<file path="src/gsa_pkg.sv">
`timescale 1ns / 1ps

package gsa_pkg;

  // control sideband that travels with every pipeline stage
  typedef struct packed {
    logic valid;
    logic last;
    logic neg;
  } ctrl_t;

  // activation select codes for the mode register
  localparam logic MODE_GELU = 1'b0;
  localparam logic MODE_SILU = 1'b1;

  localparam int unsigned ARG_W  = 39;  // |t| in Q.32, clamped to 64
  localparam int unsigned K_W    = 7;
  localparam int unsigned R_W    = 32;
  localparam int unsigned TERM_W = 33;
  localparam int unsigned SUM_W  = 35;
  localparam int unsigned E_W    = 33;  // exp(-|t|) in Q.32
  localparam int unsigned SIG_W  = 32;  // sigmoid in Q.31
  localparam int unsigned XQ_W   = 29;  // gelu |x| in Q.24
  localparam int unsigned X2_W   = 33;
  localparam int unsigned F_W    = 30;
  localparam int unsigned TG_W   = 42;

  localparam logic [R_W-1:0]   LN2_Q32 = 32'd2977044472;
  localparam logic [E_W-1:0]   ONE_Q32 = 33'h1_0000_0000;
  localparam logic [28:0]      C2_Q32  = 29'd306466602;
  localparam logic [F_W-1:0]   C1_Q24  = 30'((64'd6853776189 + 64'd128) >> 8);
  localparam logic [16:0]      K_RECIP = 17'((64'd1 << 48) / 64'd2977044472);
  localparam logic [ARG_W-1:0] T_MAX   = 39'h40_0000_0000;
  localparam logic [K_W-1:0]   K_LIMIT = 7'd40;

  localparam int unsigned EXP_TERMS = 16;

  // floor(2^34 / n) for the taylor term divisors n = 1 .. 16
  localparam logic [34:0] DIV_MAGIC [EXP_TERMS] = '{
    35'((64'd1 << 34) / 64'd1),  35'((64'd1 << 34) / 64'd2),
    35'((64'd1 << 34) / 64'd3),  35'((64'd1 << 34) / 64'd4),
    35'((64'd1 << 34) / 64'd5),  35'((64'd1 << 34) / 64'd6),
    35'((64'd1 << 34) / 64'd7),  35'((64'd1 << 34) / 64'd8),
    35'((64'd1 << 34) / 64'd9),  35'((64'd1 << 34) / 64'd10),
    35'((64'd1 << 34) / 64'd11), 35'((64'd1 << 34) / 64'd12),
    35'((64'd1 << 34) / 64'd13), 35'((64'd1 << 34) / 64'd14),
    35'((64'd1 << 34) / 64'd15), 35'((64'd1 << 34) / 64'd16)
  };

endpackage

</file>
<file path="src/gsa_arg.sv">
`timescale 1ns / 1ps

module gsa_arg #(
  parameter int unsigned DATA_WIDTH = 16,
  parameter int unsigned FRAC_BITS  = 12
) (
  input  logic                           clk_i,
  input  logic                           rst_ni,
  input  logic                           en_i,
  input  logic                           mode_i,
  input  gsa_pkg::ctrl_t                 ctrl_i,
  input  logic signed [DATA_WIDTH-1:0]   sample_i,
  output gsa_pkg::ctrl_t                 ctrl_o,
  output logic [DATA_WIDTH-1:0]          mag_o,
  output logic [gsa_pkg::ARG_W-1:0]      arg_o
);
  import gsa_pkg::*;

  localparam logic [39:0] GeluLim = 40'(16) << FRAC_BITS;
  localparam logic [39:0] SiluLim = 40'(64) << FRAC_BITS;

  ctrl_t c1_q, c2_q, c3_q, c4_q, c5_q;
  logic  md1_q, md2_q, md3_q, md4_q;

  logic [DATA_WIDTH-1:0] m1_q, m2_q, m3_q, m4_q, m5_q;
  logic [XQ_W-1:0]       xq1_q, xq2_q, xq3_q;
  logic [ARG_W-1:0]      ts1_q, ts2_q, ts3_q, ts4_q;
  logic [X2_W-1:0]       x2_q;
  logic [F_W-1:0]        f_q;
  logic [TG_W-1:0]       tg_q;
  logic [ARG_W-1:0]      a_q;

  logic [DATA_WIDTH-1:0] mag_d;
  logic [39:0]           mag_ext, xg, xs;
  logic [XQ_W-1:0]       xq_d;
  logic [ARG_W-1:0]      ts_d, a_d;
  logic [X2_W-1:0]       x2_d;
  logic [F_W-1:0]        f_d;
  logic [TG_W-1:0]       tg_d, tsel;

  always_comb begin
    mag_d   = sample_i[DATA_WIDTH-1] ? (~sample_i + 1'b1) : sample_i;
    mag_ext = 40'(mag_d);
    xg      = (mag_ext > GeluLim) ? GeluLim : mag_ext;
    xs      = (mag_ext > SiluLim) ? SiluLim : mag_ext;
    xq_d    = XQ_W'(64'(xg) << (24 - FRAC_BITS));
    ts_d    = ARG_W'(64'(xs) << (32 - FRAC_BITS));
    x2_d    = X2_W'((58'(xq1_q) * 58'(xq1_q)) >> 24);
    f_d     = C1_Q24 + F_W'((62'(C2_Q32) * 62'(x2_q)) >> 32);
    tg_d    = TG_W'((59'(xq3_q) * 59'(f_q)) >> 16);
    tsel    = (md4_q == MODE_SILU) ? TG_W'(ts4_q) : tg_q;
    a_d     = (tsel > TG_W'(T_MAX)) ? T_MAX : ARG_W'(tsel);
  end

  always_ff @(posedge clk_i or negedge rst_ni) begin
    if (!rst_ni) begin
      c1_q <= '0;
      c2_q <= '0;
      c3_q <= '0;
      c4_q <= '0;
      c5_q <= '0;
    end else if (en_i) begin
      c1_q <= ctrl_i;
      c2_q <= c1_q;
      c3_q <= c2_q;
      c4_q <= c3_q;
      c5_q <= c4_q;
    end
  end

  always_ff @(posedge clk_i) begin
    if (en_i) begin
      md1_q <= mode_i;
      m1_q  <= mag_d;
      xq1_q <= xq_d;
      ts1_q <= ts_d;
      md2_q <= md1_q;
      m2_q  <= m1_q;
      xq2_q <= xq1_q;
      ts2_q <= ts1_q;
      x2_q  <= x2_d;
      md3_q <= md2_q;
      m3_q  <= m2_q;
      xq3_q <= xq2_q;
      ts3_q <= ts2_q;
      f_q   <= f_d;
      md4_q <= md3_q;
      m4_q  <= m3_q;
      ts4_q <= ts3_q;
      tg_q  <= tg_d;
      m5_q  <= m4_q;
      a_q   <= a_d;
    end
  end

  assign ctrl_o = c5_q;
  assign mag_o  = m5_q;
  assign arg_o  = a_q;

endmodule

</file>
<file path="config.mk">
export PLATFORM = sky130hd
export DESIGN_NAME = gsa_arg
export DESIGN_NICKNAME = d
export VERILOG_FILES = /design/src/gsa_pkg.sv /design/src/gsa_arg.sv
export SDC_FILE = /design/constraint.sdc
export NUM_CORES = 2
export LEC_CHECK = 0
export BUFFER_PORTS_ARGS = -buffer_cell sky130_fd_sc_hd__buf_2
export CAP_MARGIN = 20
export CORE_ASPECT_RATIO = 0.5
export CORE_MARGIN = 8
export CORE_UTILIZATION = 30
export DETAILED_ROUTE_END_ITERATION = 12
export GPL_ROUTABILITY_DRIVEN = 1
export PLACE_DENSITY_LB_ADDON = 0.05
export SETUP_SLACK_MARGIN = 0.3
export SLEW_MARGIN = 25
export SYNTH_ARGS = -nofsm -noshare
export SYNTH_HDL_FRONTEND = slang
export SYNTH_SLANG_ARGS = --single-unit
</file>
<file path="constraint.sdc">
create_clock -name clk_i -period 10 [get_ports clk_i]
set_input_delay 0 -clock clk_i [delete_from_list [all_inputs] [get_ports clk_i]]
set_output_delay 0 -clock clk_i [all_outputs]
set_load 0.05 [all_outputs]
</file>
---- After elaboration in Yosys (flattened, before gate mapping) ----
Cells that the tools add are included.
word-level totals
  register bits ........................... 243
  input bits .............................. 23
  output and inout port bits .............. 58
  word-level logic and storage cells ...... 38
operators by class
  add/sub/neg operators ................... 2
  multipliers ............................. 3
  order comparisons ....................... 1
  multiplexer cells ....................... 2
  bitwise logic cells ..................... 1
operators with widths
  operator                                                                 number
  28-bit by 33-bit multiplier with 61-bit output (first input constant)    1
  16-bit by 30-bit multiplier with 46-bit output                           1
  42-bit by 39-bit > comparator with 1-bit output (second input constant)  1
  42-bit two-way mux                                                       1
  16-bit by 16-bit multiplier with 32-bit output                           1
  25-bit by 30-bit adder with 30-bit output (first input constant)         1
  16-bit by 1-bit adder with 16-bit output (second input constant)         1
  16-bit inverter                                                          1
  15-bit two-way mux                                                       1

---- Longest topological paths before layout ----
  depth after elaboration ................. 3
  depth in mapped cells ................... 28
  depth with buffers taken out ............ 28

---- Worst setup path after synthesis ----
Ideal clock, no wire load.
  path type ............................... flip-flop to flip-flop
  start point ............................. reg x2_q[15]
  end point ............................... reg f_q[26] (data pin)
  setup time .............................. 0.259 ns
  arrival ................................. 7.331 ns
  required time ........................... 9.741 ns
  path slack .............................. 2.410 ns
  stages on the path, launching flop included .. 29
  buffers on the path ..................... 0
  period minus slack after synthesis ...... 7.590 ns
  cells stage by stage .................... edfxtp_1 inv_1 fa_1 fa_1 inv_1 ha_1 fa_1 inv_1 fa_1 inv_1 fa_1 inv_1 fa_1 inv_1 ha_1 a21oi_1 o221ai_1 nor4_1 o31ai_1 and3_1 or2_2 ha_1 o32ai_1 a21oi_1 o21ai_0 a21oi_1 o22ai_1 mux2i_1 xnor2_1
on the way
  longest elaborated chain between the ends .. 2
RTL lines
  what                                            RTL line       RTL
  start, declared                                 gsa_arg.sv:28  logic [X2_W-1:0] x2_q;
  start signal, assigned                          gsa_arg.sv:81  x2_q <= x2_d;
  28-bit by 33-bit multiplier with 61-bit output  gsa_arg.sv:49  f_d = C1_Q24 + F_W'((62'(C2_Q32) * 62'(x2_q)) >> 32);
  25-bit by 30-bit adder with 30-bit output       gsa_arg.sv:49
  net f_d[26]                                     gsa_arg.sv:38  logic [F_W-1:0] f_d;
  end signal, assigned                            gsa_arg.sv:86  f_q <= f_d;
  end, declared                                   gsa_arg.sv:29  logic [F_W-1:0] f_q;
The timed path passes the listed nets, and every way through them passes these cells.
A chain may end at the register's enable or synchronous reset.

---- Worst setup path in the final report ----
  start point ............................. reg x2_q[17]
  end point ............................... reg f_q[29] (data pin)
The elaborated chain is that of the path after synthesis.

==> qor.yml <==
grt_pass1_wl_microns: 200000
synth_top_family_by_area: "adder cells"
h-tree-depth: 1
async_reset_ff_share_pct: 6.25
worstSetupStartpoint: "x2_q[17]$_DFFE_PP_"
slew_viol_final: 0
first_pass_iters: 5
antenna_found_initial: 3
gp_congestion: 0.838
fp.dieW_microns: 556
synth_common_cells: "inv_1 (1165), fa_1 (820), ha_1 (526)"
wl_microns: 127000
synth_edf_count: 225
rr_worst_depth: 26
r2r-end: "f_q[29]$_DFFE_PP_"
drv_cap: 0
finalHoldViolations: 0
arrival_ns: 9.38
holdCritStartpoint: "mode_i"
timing.slew.headroom_pct: 31.1
crit_slowest_cell: "edfxtp_1"
grt_max_degree: 80
start_kind: "flop"
synthMuxAreaShare_pct: 0.644
min_path_type: "in2reg"
syn_inst: 4382
fp.dieH_microns: 286
synthXorXnorAreaFrac_pct: 2.56
clkSlewWorstSetupHoldPaths_ns: 0.06
drive_above_1_share_pct: 4.89
dpl_cell_area_sq_mm: 0.0465
cp.required_ns: 10.36
ys_ff_latch: 240
synth.most_common_cell: "inv_1"
synth.area.top_cells: "fa_1 (38%), edfxtp_1 (15%), ha_1 (15%), inv_1 (10%), nand2_1 (3.8%)"
insertion_delay_ns: 0.67
areaGrowthSynthToFinish_pct: 9.66
period_share_pct: 90.2
fin_area_sq_mm: 0.0479
dp.final_hpwl_microns: 104000
fin_crit_ns: 9.02
grt_setup_unrepaired: "no"
final_util_pct: 33.0
cts.sinks: 240
worstPathMaxFanout: 8
synth_area_per_cell_sq_um: 9.97
core_area_sq_mm: 0.145
vias: 28900
worst_slack_ns: 0.981
cts_max_path_buffers: 3
synth_area_sq_mm: 0.0437
met3_usage_pct: 1.60
fillers: 15100
io_buffers: 80
hold_depth: 2
initial_core_util_pct: 30.1
r2r-start: "x2_q[17]$_DFFE_PP_"
grt.total_usage_pct: 16.1
globalRoute.busiestLayer: "met2"
critPathCaptureType: "flop"
reg2reg_slack_ns: 0.98
rows: 99
drt_iter0_markers: 1359
skew_ns: 0.0302
drc_errors: 0
status: "finished, final reports clean"
ctsResizeCount: 0
post-place-ws_ns: 0.998
crit_type: "reg2reg"
globalRoute.totalOverflow: 0
die_area_sq_mm: 0.159
setup_viol: 0
antenna_left: 0
tns_ns: 0
synth-compound-area-share_pct: 6.00
yosysSeqAreaShare_pct: 16.3
met2_usage_pct: 25.9
synthAdderAreaFrac_pct: 52.6
root_buffer: "clkbuf_16"
slowest_delay_ns: 0.82
synth_largest_area_cell: "fa_1"
ys.flop_type: "edfxtp_1"
synth_top_area_share_pct: 37.6
cts_buffers: 31
synthSimpleGateAreaFrac_pct: 10.8
nets: 5844
cts_tree: "built"
post-cts-setup-buffers: 0
grt_pass1_vias: 32400
io_pins: 81
grtUsageMet1_pct: 24.2
viasPerCell: 4.46
tightest_slew_ns: 1.03
routedWlPerCell_microns: 19.6
yosysWarnings: 0
max_freq_mhz: 111
ys_types: 74
holdPathEnd: "md1_q$_DFFE_PP_"
## through the flow
stage	hold slack, ns	cells
detailed placement	-0.0791	6372
floorplan	-0.296	4387
finish	0.0707	6470
CTS	0.0235	6468
global route	0.0396	6469
global placement	-0.0851	6371
## kinds of logic (layout without fill, tap and decap cells)
logic type / count (synthesis) / count (layout)
fa+ha+maj: 1346 / 1346
buf+inv: 1282 / 1395
simple gates: 966 / 966
compound gates: 394 / 394
flops: 240 / 240
xor+xnor: 126 / 126
mux: 26 / 26
other cells: 2 / 8
## worst max-delay path, delay by kind of cell, from the launching register on
family | cells | cell delay [ns]
AOI/OAI and AO/OA | 8 | 2.78
adders and majority gates | 8 | 3.60
and+or+nand+nor | 4 | 0.81
buffers and inverters | 6 | 0.71
DFF | 1 | 0.82
## worst max-delay path by stage
stage | to | slack, ns | depth (start not counted)
3_5_place_dp | f_q[29]$_DFFE_PP_ | 1.0 | 26
4_1_cts | f_q[29]$_DFFE_PP_ | 0.93 | 26
6_report | f_q[29]$_DFFE_PP_ | 0.98 | 26
5_1_grt | f_q[29]$_DFFE_PP_ | 0.32 | 26
2_1_floorplan | f_q[26]$_DFFE_PP_ | 2.41 | 28
3_3_place_gp | f_q[29]$_DFFE_PP_ | 0.86 | 26
## flip-flops by register name, summed over array words and instances (netlist names), 16 cells and up
| name | cells |
|---|---|
| ts4_q | 16 |
| ts1_q | 16 |
| arg_o | 39 |
| tg_q | 42 |
| mag_o | 16 |
| ts3_q | 16 |
| x2_q | 30 |
| ts2_q | 16 |
| f_q | 30 |
## what timing repair did
action	4_1_cts	5_1_grt
hold buffers	38	0
endpoints found under the setup margin	0	0
endpoints found under the hold margin	106	0
## routing by layer
metal / up-vias / wire length (microns) / share of wire (%)
met2: 435 / 55900 / 44
met5: - / 0 / 0
li1: 13700 / - / -
met4: 0 / 1670 / 1.3
met3: 89 / 4530 / 3.6
met1: 14700 / 64900 / 51
## cells in the final DEF, fill, tap and decap left out, types with 17 or more instances in the layout
cell type	instances
nand3_1	32
a21o_1	58
inv_1	1165
or3_1	18
xor2_1	40
buf_4	52
nand4_1	19
fa_1	820
nor3_1	26
nor4_1	20
a21oi_1	122
and2_1	242
xnor2_1	85
mux2_2	17
buf_2	79
dlygate4sd3_1	38
ha_1	526
nand2_1	448
edfxtp_1	225
o21ai_0	61
o21bai_1	19
clkbuf_16	31
and3_1	17
nand2b_1	19
nor2_1	79
## area by class of cell
class | count | area [sq um] | share of cell area [%]
clock buffers | 36 | 795 | 1.66
diodes | 1 | 2.50 | 0.00522
inverters | 1165 | 4370 | 9.13
repair buffers | 172 | 1210 | 2.53
well taps | 1969 | 2460 | 5.14
flip-flops and latches | 240 | 7130 | 14.9
multi-input cells | 2865 | 31700 | 66.3
clock inverters | 22 | 181 | 0.379
Power is not shown: default switching activity piles up to over one toggle a cycle in this logic, so the estimate is an artifact.
